--- config.mk ---
export PLATFORM = sky130hd
export DESIGN_NAME = ipv4_udp_dhcp_receive_check
export DESIGN_NICKNAME = d
export VERILOG_FILES = /design/src/hdl/iudrc_pkg.sv /design/src/hdl/ipv4_udp_dhcp_receive_check.sv
export SDC_FILE = /design/constraint.sdc
export NUM_CORES = 1
export LEC_CHECK = 0
export BUFFER_PORTS_ARGS = -buffer_cell sky130_fd_sc_hd__buf_2
export CAP_MARGIN = 20
export CORE_MARGIN = 4
export CORE_UTILIZATION = 45
export DETAILED_ROUTE_END_ITERATION = 6
export SKIP_LAST_GASP = 1
export SLEW_MARGIN = 10
export SYNTH_ARGS = -nofsm -noshare
export SYNTH_HDL_FRONTEND = slang
export SYNTH_SLANG_ARGS = --single-unit
--- constraint.sdc ---
create_clock -name i_clk -period 9.6 [get_ports i_clk]
set_clock_uncertainty 0.2 [all_clocks]
set_input_delay 0.48 -clock i_clk [delete_from_list [all_inputs] [get_ports i_clk]]
set_output_delay 0.48 -clock i_clk [all_outputs]
set_load 0.02 [all_outputs]
--- src/hdl/iudrc_pkg.sv ---
// Shared types and constants for the IPv4/UDP/DHCP receive check.
// Used by the top level and by its port checker; depends on nothing.

package iudrc_pkg;

    // Receive buffer limit, in bytes
    localparam int BUFFER_BYTES_DEF = 576;
    localparam int COUNT_W          = 10;

    // Configuration register indexes
    localparam int CFG_INDEX_W = 2;
    typedef logic [CFG_INDEX_W-1:0] t_cfg_index;
    localparam t_cfg_index CFG_CLIENT_PORT  = 2'd0;
    localparam t_cfg_index CFG_MAGIC_COOKIE = 2'd1;

    localparam logic [15:0] CLIENT_PORT_RST  = 16'd68;
    localparam logic [31:0] MAGIC_COOKIE_RST = 32'h6382_5363;

    // Byte offsets inside the datagram
    localparam logic [COUNT_W-1:0] OFS_VER_IHL  = 10'd0;
    localparam logic [COUNT_W-1:0] OFS_TLEN_LO  = 10'd3;
    localparam logic [COUNT_W-1:0] OFS_PROTO    = 10'd9;
    localparam logic [COUNT_W-1:0] OFS_HCSUM_HI = 10'd10;
    localparam logic [COUNT_W-1:0] OFS_HCSUM_LO = 10'd11;
    localparam logic [COUNT_W-1:0] IP_HDR_BYTES = 10'd20;
    localparam logic [COUNT_W-1:0] OFS_DPORT_LO = 10'd23;
    localparam logic [COUNT_W-1:0] OFS_ULEN_LO  = 10'd25;
    localparam logic [COUNT_W-1:0] OFS_UCSUM_HI = 10'd26;
    localparam logic [COUNT_W-1:0] OFS_UCSUM_LO = 10'd27;
    localparam logic [COUNT_W-1:0] HDR_BYTES    = 10'd28;
    localparam logic [COUNT_W-1:0] COOKIE_POS   = 10'd264;
    localparam logic [COUNT_W-1:0] COOKIE_END   = 10'd268;

    localparam logic [7:0] PROTO_UDP  = 8'd17;
    localparam logic [3:0] IP_VERSION = 4'd4;
    localparam logic [3:0] IP_IHL     = 4'd5;

    // Verdict codes
    typedef enum logic [2:0] {
        VERDICT_VALID     = 3'd0,
        VERDICT_SHORT     = 3'd1,
        VERDICT_TRUNCATED = 3'd2,
        VERDICT_BOGUS     = 3'd3,
        VERDICT_IP_CSUM   = 3'd4,
        VERDICT_UDP_CSUM  = 3'd5,
        VERDICT_MAGIC     = 3'd6
    } t_verdict;

    // Per-datagram state captured on the last byte
    typedef struct packed {
        logic [COUNT_W-1:0] byte_count;
        logic [19:0]        header_sum;
        logic [25:0]        udp_sum;
        logic [15:0]        total_length;
        logic [7:0]         version_ihl;
        logic [7:0]         protocol_num;
        logic [15:0]        header_check;
        logic [15:0]        dest_port;
        logic [15:0]        udp_length;
        logic [15:0]        udp_check;
        logic [31:0]        cookie_seen;
    } t_snap;

    // Partly evaluated checks, one stage before the verdict
    typedef struct packed {
        logic        too_short;
        logic        truncated;
        logic        bogus;
        logic        udp_on;
        logic        bad_magic;
        logic [16:0] hdr_fold;
        logic [16:0] udp_fold;
        logic [15:0] header_check;
        logic [15:0] udp_check;
        logic [9:0]  payload_length;
    } t_judge;

endpackage

--- src/hdl/ipv4_udp_dhcp_receive_check.sv ---
// IPv4/UDP/DHCP receive check: byte stream in, one verdict per datagram out.
// Depends on iudrc_pkg.
//
//  channel   dir  handshake                    payload
//  s_axis    in   s_axis_tvalid/s_axis_tready  tdata[7:0] data_byte, tlast last_byte
//  m_axis    out  m_axis_tvalid/m_axis_tready  tdata[2:0] verdict, [12:3] payload_length
//  cfg       in   i_cfg_we (no wait)           i_cfg_index, i_cfg_data[31:0]
//
// One byte is taken per cycle while the skid is empty; the sums and header
// latches update in the cycle after a byte is registered. The verdict shows on m_axis
// after the byte register, state update, first fold, second fold and priority.
// Reset is synchronous and clears all datagram state and restores the registers.
// A stalled result holds in the output register; a skid register on the input
// keeps the byte side moving until a fourth result would be blocked.

module ipv4_udp_dhcp_receive_check
    import iudrc_pkg::*;
#(
    parameter int BUFFER_BYTES = BUFFER_BYTES_DEF
) (
    input  logic             i_clk,
    input  logic             i_rst_n,
    // Configuration writes
    input  logic             i_cfg_we,
    input  t_cfg_index       i_cfg_index,
    input  logic [31:0]      i_cfg_data,
    // Byte stream
    input  logic             s_axis_tvalid,
    output logic             s_axis_tready,
    input  logic [7:0]       s_axis_tdata,   // [7:0] data_byte
    input  logic             s_axis_tlast,   // last_byte
    // Verdicts
    output logic             m_axis_tvalid,
    input  logic             m_axis_tready,
    output logic [15:0]      m_axis_tdata    // [2:0] verdict, [12:3] payload_length
);

    localparam logic [COUNT_W-1:0] BUF_LIMIT = COUNT_W'(BUFFER_BYTES);

    // Configuration registers
    logic [15:0] r_client_port;
    logic [31:0] r_magic_cookie;

    // Input skid and byte register
    logic        r_sk_valid, r_sk_last;
    logic [7:0]  r_sk_data;
    logic        r_b_valid, r_b_last;
    logic [7:0]  r_b_data;

    // Datagram state
    t_snap       r_st, n_st;
    logic [7:0]  r_high_byte_hold;

    // Result pipeline
    logic        r_1_valid, r_2_valid, r_o_valid;
    t_snap       r_1;
    t_judge      r_2, n_2;
    t_verdict    r_o_verdict, n_o_verdict;
    logic [9:0]  r_o_payload, n_o_payload;

    logic        hold_o, hold_2, hold_1, hold_b;
    logic        s_acc, b_fire;

    // Byte-step signals
    logic [COUNT_W-1:0] idx;
    logic               take;
    logic [15:0]        word, pair;
    logic               hdr_add, udp_add;

    // Stage 2 and output stage signals
    logic [26:0] udp_total;
    logic [16:0] hdr_f2, udp_f2;
    logic [15:0] hdr_calc, udp_calc;

    // Stall chain: a stage holds only if it carries a result that cannot move
    assign hold_o = r_o_valid & ~m_axis_tready;
    assign hold_2 = r_2_valid & hold_o;
    assign hold_1 = r_1_valid & hold_2;
    assign hold_b = r_b_valid & r_b_last & hold_1;
    assign b_fire = r_b_valid & ~hold_b;

    assign s_axis_tready = ~r_sk_valid;
    assign s_acc         = s_axis_tvalid & s_axis_tready;

    // Configuration writes; unknown indexes are ignored
    always_ff @(posedge i_clk) begin
        if (!i_rst_n) begin
            r_client_port  <= CLIENT_PORT_RST;
            r_magic_cookie <= MAGIC_COOKIE_RST;
        end else if (i_cfg_we) begin
            unique case (i_cfg_index)
                CFG_CLIENT_PORT:  r_client_port  <= i_cfg_data[15:0];
                CFG_MAGIC_COOKIE: r_magic_cookie <= i_cfg_data;
                default: ;
            endcase
        end
    end

    // Input skid and byte register
    always_ff @(posedge i_clk) begin
        if (!i_rst_n) begin
            r_sk_valid <= 1'b0;
            r_b_valid  <= 1'b0;
        end else if (!hold_b) begin
            if (r_sk_valid) begin
                r_b_valid  <= 1'b1;
                r_b_data   <= r_sk_data;
                r_b_last   <= r_sk_last;
                r_sk_valid <= 1'b0;
            end else begin
                r_b_valid <= s_acc;
                r_b_data  <= s_axis_tdata;
                r_b_last  <= s_axis_tlast;
            end
        end else if (s_acc) begin
            r_sk_valid <= 1'b1;
            r_sk_data  <= s_axis_tdata;
            r_sk_last  <= s_axis_tlast;
        end
    end

    // Per-byte update of counts, sums and header latches
    assign idx  = r_st.byte_count;
    assign take = (idx < BUF_LIMIT);
    assign word = idx[0] ? {8'd0, r_b_data} : {r_b_data, 8'd0};
    assign pair = {r_high_byte_hold, r_b_data};
    assign hdr_add = (idx < IP_HDR_BYTES) && (idx != OFS_HCSUM_HI) && (idx != OFS_HCSUM_LO);
    assign udp_add = (idx >= OFS_PROTO) && (idx != OFS_HCSUM_HI) && (idx != OFS_HCSUM_LO)
                  && (idx != OFS_UCSUM_HI) && (idx != OFS_UCSUM_LO)
                  && ({6'd0, idx} < r_st.total_length);

    always_comb begin
        n_st = r_st;
        if (take) begin
            n_st.byte_count = idx + 10'd1;
            if (hdr_add) n_st.header_sum = 20'(r_st.header_sum + {4'd0, word});
            if (udp_add) n_st.udp_sum    = 26'(r_st.udp_sum + {10'd0, word});
            unique case (idx)
                OFS_VER_IHL:  n_st.version_ihl  = r_b_data;
                OFS_TLEN_LO:  n_st.total_length = pair;
                OFS_PROTO:    n_st.protocol_num = r_b_data;
                OFS_HCSUM_LO: n_st.header_check = pair;
                OFS_DPORT_LO: n_st.dest_port    = pair;
                OFS_ULEN_LO:  n_st.udp_length   = pair;
                OFS_UCSUM_LO: n_st.udp_check    = pair;
                default: ;
            endcase
            if (idx >= COOKIE_POS && idx < COOKIE_END)
                n_st.cookie_seen = {r_st.cookie_seen[23:0], r_b_data};
        end
    end

    // Advance state; clear it after the last byte of a datagram
    always_ff @(posedge i_clk) begin
        if (!i_rst_n) begin
            r_st             <= '0;
            r_high_byte_hold <= 8'd0;
        end else if (b_fire) begin
            if (r_b_last) begin
                r_st             <= '0;
                r_high_byte_hold <= 8'd0;
            end else begin
                r_st <= n_st;
                if (take) r_high_byte_hold <= r_b_data;
            end
        end
    end

    // Capture the final state of a datagram
    always_ff @(posedge i_clk) begin
        if (!i_rst_n) begin
            r_1_valid <= 1'b0;
        end else if (!hold_1) begin
            r_1_valid <= b_fire & r_b_last;
            r_1       <= n_st;
        end
    end

    // Header checks and first fold of both sums
    always_comb begin
        udp_total = {1'b0, r_1.udp_sum};
        if (r_1.total_length > 16'd2) udp_total = 27'(udp_total + {11'd0, r_1.udp_length & 16'hFF00});
        if (r_1.total_length > 16'd3) udp_total = 27'(udp_total + {11'd0, r_1.udp_length & 16'h00FF});

        n_2.too_short = (r_1.byte_count < HDR_BYTES);
        n_2.truncated = ({6'd0, r_1.byte_count} < r_1.total_length);
        n_2.bogus     = (r_1.protocol_num != PROTO_UDP)
                     || (r_1.version_ihl[7:4] != IP_VERSION)
                     || (r_1.version_ihl[3:0] != IP_IHL)
                     || (r_1.dest_port != r_client_port)
                     || (r_1.udp_length != 16'(r_1.total_length - 16'd20));
        n_2.udp_on    = (r_1.udp_check != 16'd0);
        n_2.bad_magic = (r_1.total_length < {6'd0, COOKIE_END})
                     || (r_1.cookie_seen != r_magic_cookie);
        n_2.hdr_fold  = {1'b0, r_1.header_sum[15:0]} + {13'd0, r_1.header_sum[19:16]};
        n_2.udp_fold  = {1'b0, udp_total[15:0]} + {6'd0, udp_total[26:16]};
        n_2.header_check   = r_1.header_check;
        n_2.udp_check      = r_1.udp_check;
        n_2.payload_length = 10'(r_1.total_length - {6'd0, HDR_BYTES});
    end

    always_ff @(posedge i_clk) begin
        if (!i_rst_n) begin
            r_2_valid <= 1'b0;
        end else if (!hold_2) begin
            r_2_valid <= r_1_valid;
            r_2       <= n_2;
        end
    end

    // Second fold, checksum compare and verdict priority
    always_comb begin
        hdr_f2   = {1'b0, r_2.hdr_fold[15:0]} + {16'd0, r_2.hdr_fold[16]};
        udp_f2   = {1'b0, r_2.udp_fold[15:0]} + {16'd0, r_2.udp_fold[16]};
        hdr_calc = ~hdr_f2[15:0];
        udp_calc = ~udp_f2[15:0];
        if (r_2.too_short)                             n_o_verdict = VERDICT_SHORT;
        else if (r_2.truncated)                        n_o_verdict = VERDICT_TRUNCATED;
        else if (r_2.bogus)                            n_o_verdict = VERDICT_BOGUS;
        else if (hdr_calc != r_2.header_check)         n_o_verdict = VERDICT_IP_CSUM;
        else if (r_2.udp_on && udp_calc != r_2.udp_check) n_o_verdict = VERDICT_UDP_CSUM;
        else if (r_2.bad_magic)                        n_o_verdict = VERDICT_MAGIC;
        else                                           n_o_verdict = VERDICT_VALID;
        n_o_payload = (n_o_verdict == VERDICT_VALID) ? r_2.payload_length : 10'd0;
    end

    // Output register
    always_ff @(posedge i_clk) begin
        if (!i_rst_n) begin
            r_o_valid <= 1'b0;
        end else if (!hold_o) begin
            r_o_valid   <= r_2_valid;
            r_o_verdict <= n_o_verdict;
            r_o_payload <= n_o_payload;
        end
    end

    assign m_axis_tvalid = r_o_valid;
    assign m_axis_tdata  = {3'd0, r_o_payload, r_o_verdict};

endmodule

==> results.ini <==
[synth]
synth-seq-area-share_pct = 50.64
syn_avg_cell_area_um2 = 10.92
syn_area_um2 = 27240
syn_inst = 2494
ys.flop_type = edfxtp_1
synthTopCellsByArea = edfxtp_1, dfxtp_1, mux2_2, a22oi_1, nor2b_1
synth.top_cell.area_share_pct = 32.64
ys_types = 87
synth-edff-count = 296
yosys.area.top_type = edfxtp_1
ys_ff_latch = 541
yosys_warnings = 0
async_flop_share_pct = 0

[global_routing]
grtUsageTotal_pct = 21.58
grt_overflow = 0
use_met3_pct = 2.794
grt_max_degree = 121
grt_pass1_vias = 18640
met1_usage_pct = 31.25
grt_pass1_wl_um = 109000
top_usage_layer = met2
antenna_found_initial = 6
grtUsageMet2_pct = 34.48

[power_and_ir_drop]
leakage_nw = 11.67
total_power_mw = 5.379
peakVddDrop_mv = 0.1538
power_density_nw_per_um2 = 174.2

[worst_hold_path]
min-delay-path-class = in2reg
hold_path_depth = 2

[cells_and_area]
final_cells = 3401
regArea_um2 = 13790
nNetsFinal = 2724
multiInputGateArea_um2 = 12820
area_delta_synth_final_pct = 13.38
drive_gt1_share_pct = 13.93
final_util_pct = 51.93
fill_cells = 5223

[clock_network]
clockBufferDepth = 3
insertion_delay_ns = 0.64
post_cts_buffers = 0
postCtsResizedCells = 0
numClockSinks = 541
cts-buffers-inserted = 58
clk_pin_slew_ns = 0.06
cts_tree = built
cts_root_buf = clkbuf_16
htreeDepth = 2

[floorplan]
die_w_um = 254.0
dieArea_um2 = 64520
initial_utilization_pct = 45.80
fp-row-count = 89
ios = 66
die_h_um = 254.0
coreArea_um2 = 59460

[timing]
setup_viol = 0
period_share_pct = 60.87
period_needed_ns = 5.843
fmax_ghz = 0.1711
slew_headroom_pct = 25.52
hold_violations = 0
whs_ns = 0.1125
final.setup.tns_ns = 0
rsz0062_at_grt = no
worst_slew_pin_slew_ns = 1.089
report.final.slew_viol_count = 0

[routing]
route.detailed.drc = 0
vias_per_cell = 5.738
first_iter_violations = 1489
antenna_left = 0
wl_um = 71310
drt-wirelength-per-cell_um = 20.97
via_count = 19520
first_pass_iters = 5

[worst_setup_path]
cp_max_fo = 15
start_kind = flip-flop
reg2regPathDepth = 21
path_class = reg2reg
end_kind = flip-flop
critPathRequiredTime_ns = 9.73
reg2reg_slack_ns = 3.76
crit_arrival_ns = 5.97

[placement]
dp_hpwl_um = 49040
dp_cells = 3242
portBuffers = 62
gp_congestion = 0.8625

[run_status]
status = completed

[flow_run]
max_cap_violations = 0

-- final timing paths --
check	from	endpoint
worst max-delay path	r_1[121]$_DFFE_PP_	r_2[56]$_DFFE_PP_
worst min-delay path	i_rst_n	r_st[168]$_SDFFE_PN0P_
worst max register to register	r_1[121]$_DFFE_PP_	r_2[56]$_DFFE_PP_
worst min register to register	n_2[32]$_DFFE_PP_	r_2[32]$_DFFE_PP_
-- critical path, stage by stage, from the launching register on --
cell and delay (ns):
edfxtp_1 0.54, nor4_4 0.45, nand4_4 0.20, or3_1 0.66, or3_4 0.49, a21o_1 0.21
nor2_1 0.13, xnor2_1 0.08, a22oi_1 0.22, xnor2_1 0.16, ha_1 0.20, inv_1 0.06
fa_1 0.39, nor2b_1 0.13, o21ai_0 0.11, a21oi_1 0.19, o21ai_0 0.12, a21oi_1 0.27
and4_1 0.26, o31a_1 0.20, o21ai_1 0.10, xnor2_1 0.16
-- layer usage --
layer	wire length, um	vias to the layer above
met5	0	-
met4	1764	0
met3	3382	114
met2	32680	528
met1	33480	9573
li1	-	9301
-- timing repair --
item	in CTS	in global routing
endpoints found under the setup margin	0	0
hold endpoints to repair	68	0
hold buffers	44	0
-- synthesized netlist by cell type (16+ instances only) --
library cell and count:
nor2_1 83, dfxtp_1 245, ha_1 93, a21oi_1 62, o21ai_0 77, clkbuf_1 106, nand4_1 35, a21o_1 44
a21boi_0 39, o31ai_1 16, nand2_1 225, and2_1 29, nor3_1 22, xnor2_1 123, mux2_2 144, edfxtp_1 296
inv_1 57, nor4_1 22, xor2_1 97, and3_1 20, nor2b_1 193, a22oi_1 167, nand3_1 62
-- area by class of cell --
| cell class | instances | share of cell area (%) |
|---|---|---|
| clock buffer | 84 | 5.575 |
| clock inverter | 26 | 1.001 |
| multi-input combinational | 1779 | 41.50 |
| inverter | 58 | 0.7050 |
| antenna | 1 | 0.008104 |
| tap | 773 | 3.132 |
| timing repair buffer | 139 | 3.408 |
| sequential | 541 | 44.67 |
-- kinds of logic (layout without fill, tap and decap cells) --
family                     count (synthesis)  in the layout  synth area share [%]
xor gates and xnor gates                 220            220                 7.075
AOI/OAI and AO/OA                        529            529                 13.60
buffers and inverters                    176            307                 2.531
other                                      1              4               0.01377
and+or+nand+nor                          773            773                 15.05
muxes                                    155            155                 6.372
adders and majority gates                 99             99                 4.713
DFF                                      541            541                 50.64
-- cells in the final DEF (no fill, tap or decap), drive strengths merged, types with 63 or more instances in the layout --
master,netlist,layout
nor2b,193,193
nand2,225,225
nor2,83,83
o21ai,82,82
xnor2,123,123
clkbuf,106,84
ha,93,93
dfxtp,245,245
a22oi,167,167
buf,12,95
mux2,144,144
a21oi,63,63
edfxtp,296,296
xor2,97,97
-- flip-flops by register name (all words and copies together) (netlist names) --
signal / count
idx: 10
m_axis_tvalid: 1
n_2: 32
r_1: 152
r_1_valid: 1
r_2: 81
r_2_valid: 1
r_b_data: 8
r_b_last: 1
r_b_valid: 1
r_client_port: 16
r_high_byte_hold: 8
r_magic_cookie: 32
r_o_payload: 10
r_o_verdict: 3
r_sk_data: 8
r_sk_last: 1
r_sk_valid: 1
r_st: 174
-- per-stage QoR --
step	instance area, um2	setup WS [ns]
2_1_floorplan	27240	1.888
6_report	30880	3.757
4_1_cts	30800	3.737
3_5_place_dp	28330	3.799
3_3_place_gp	28330	3.899
5_1_grt	30880	3.389
-- power breakdown --
group | switching, mW | internal (mW)
clock network | 0.956 | 1.38
logic | 0.272 | 0.173
registers | 0.0704 | 2.52
(Power assumes the default switching activity.)
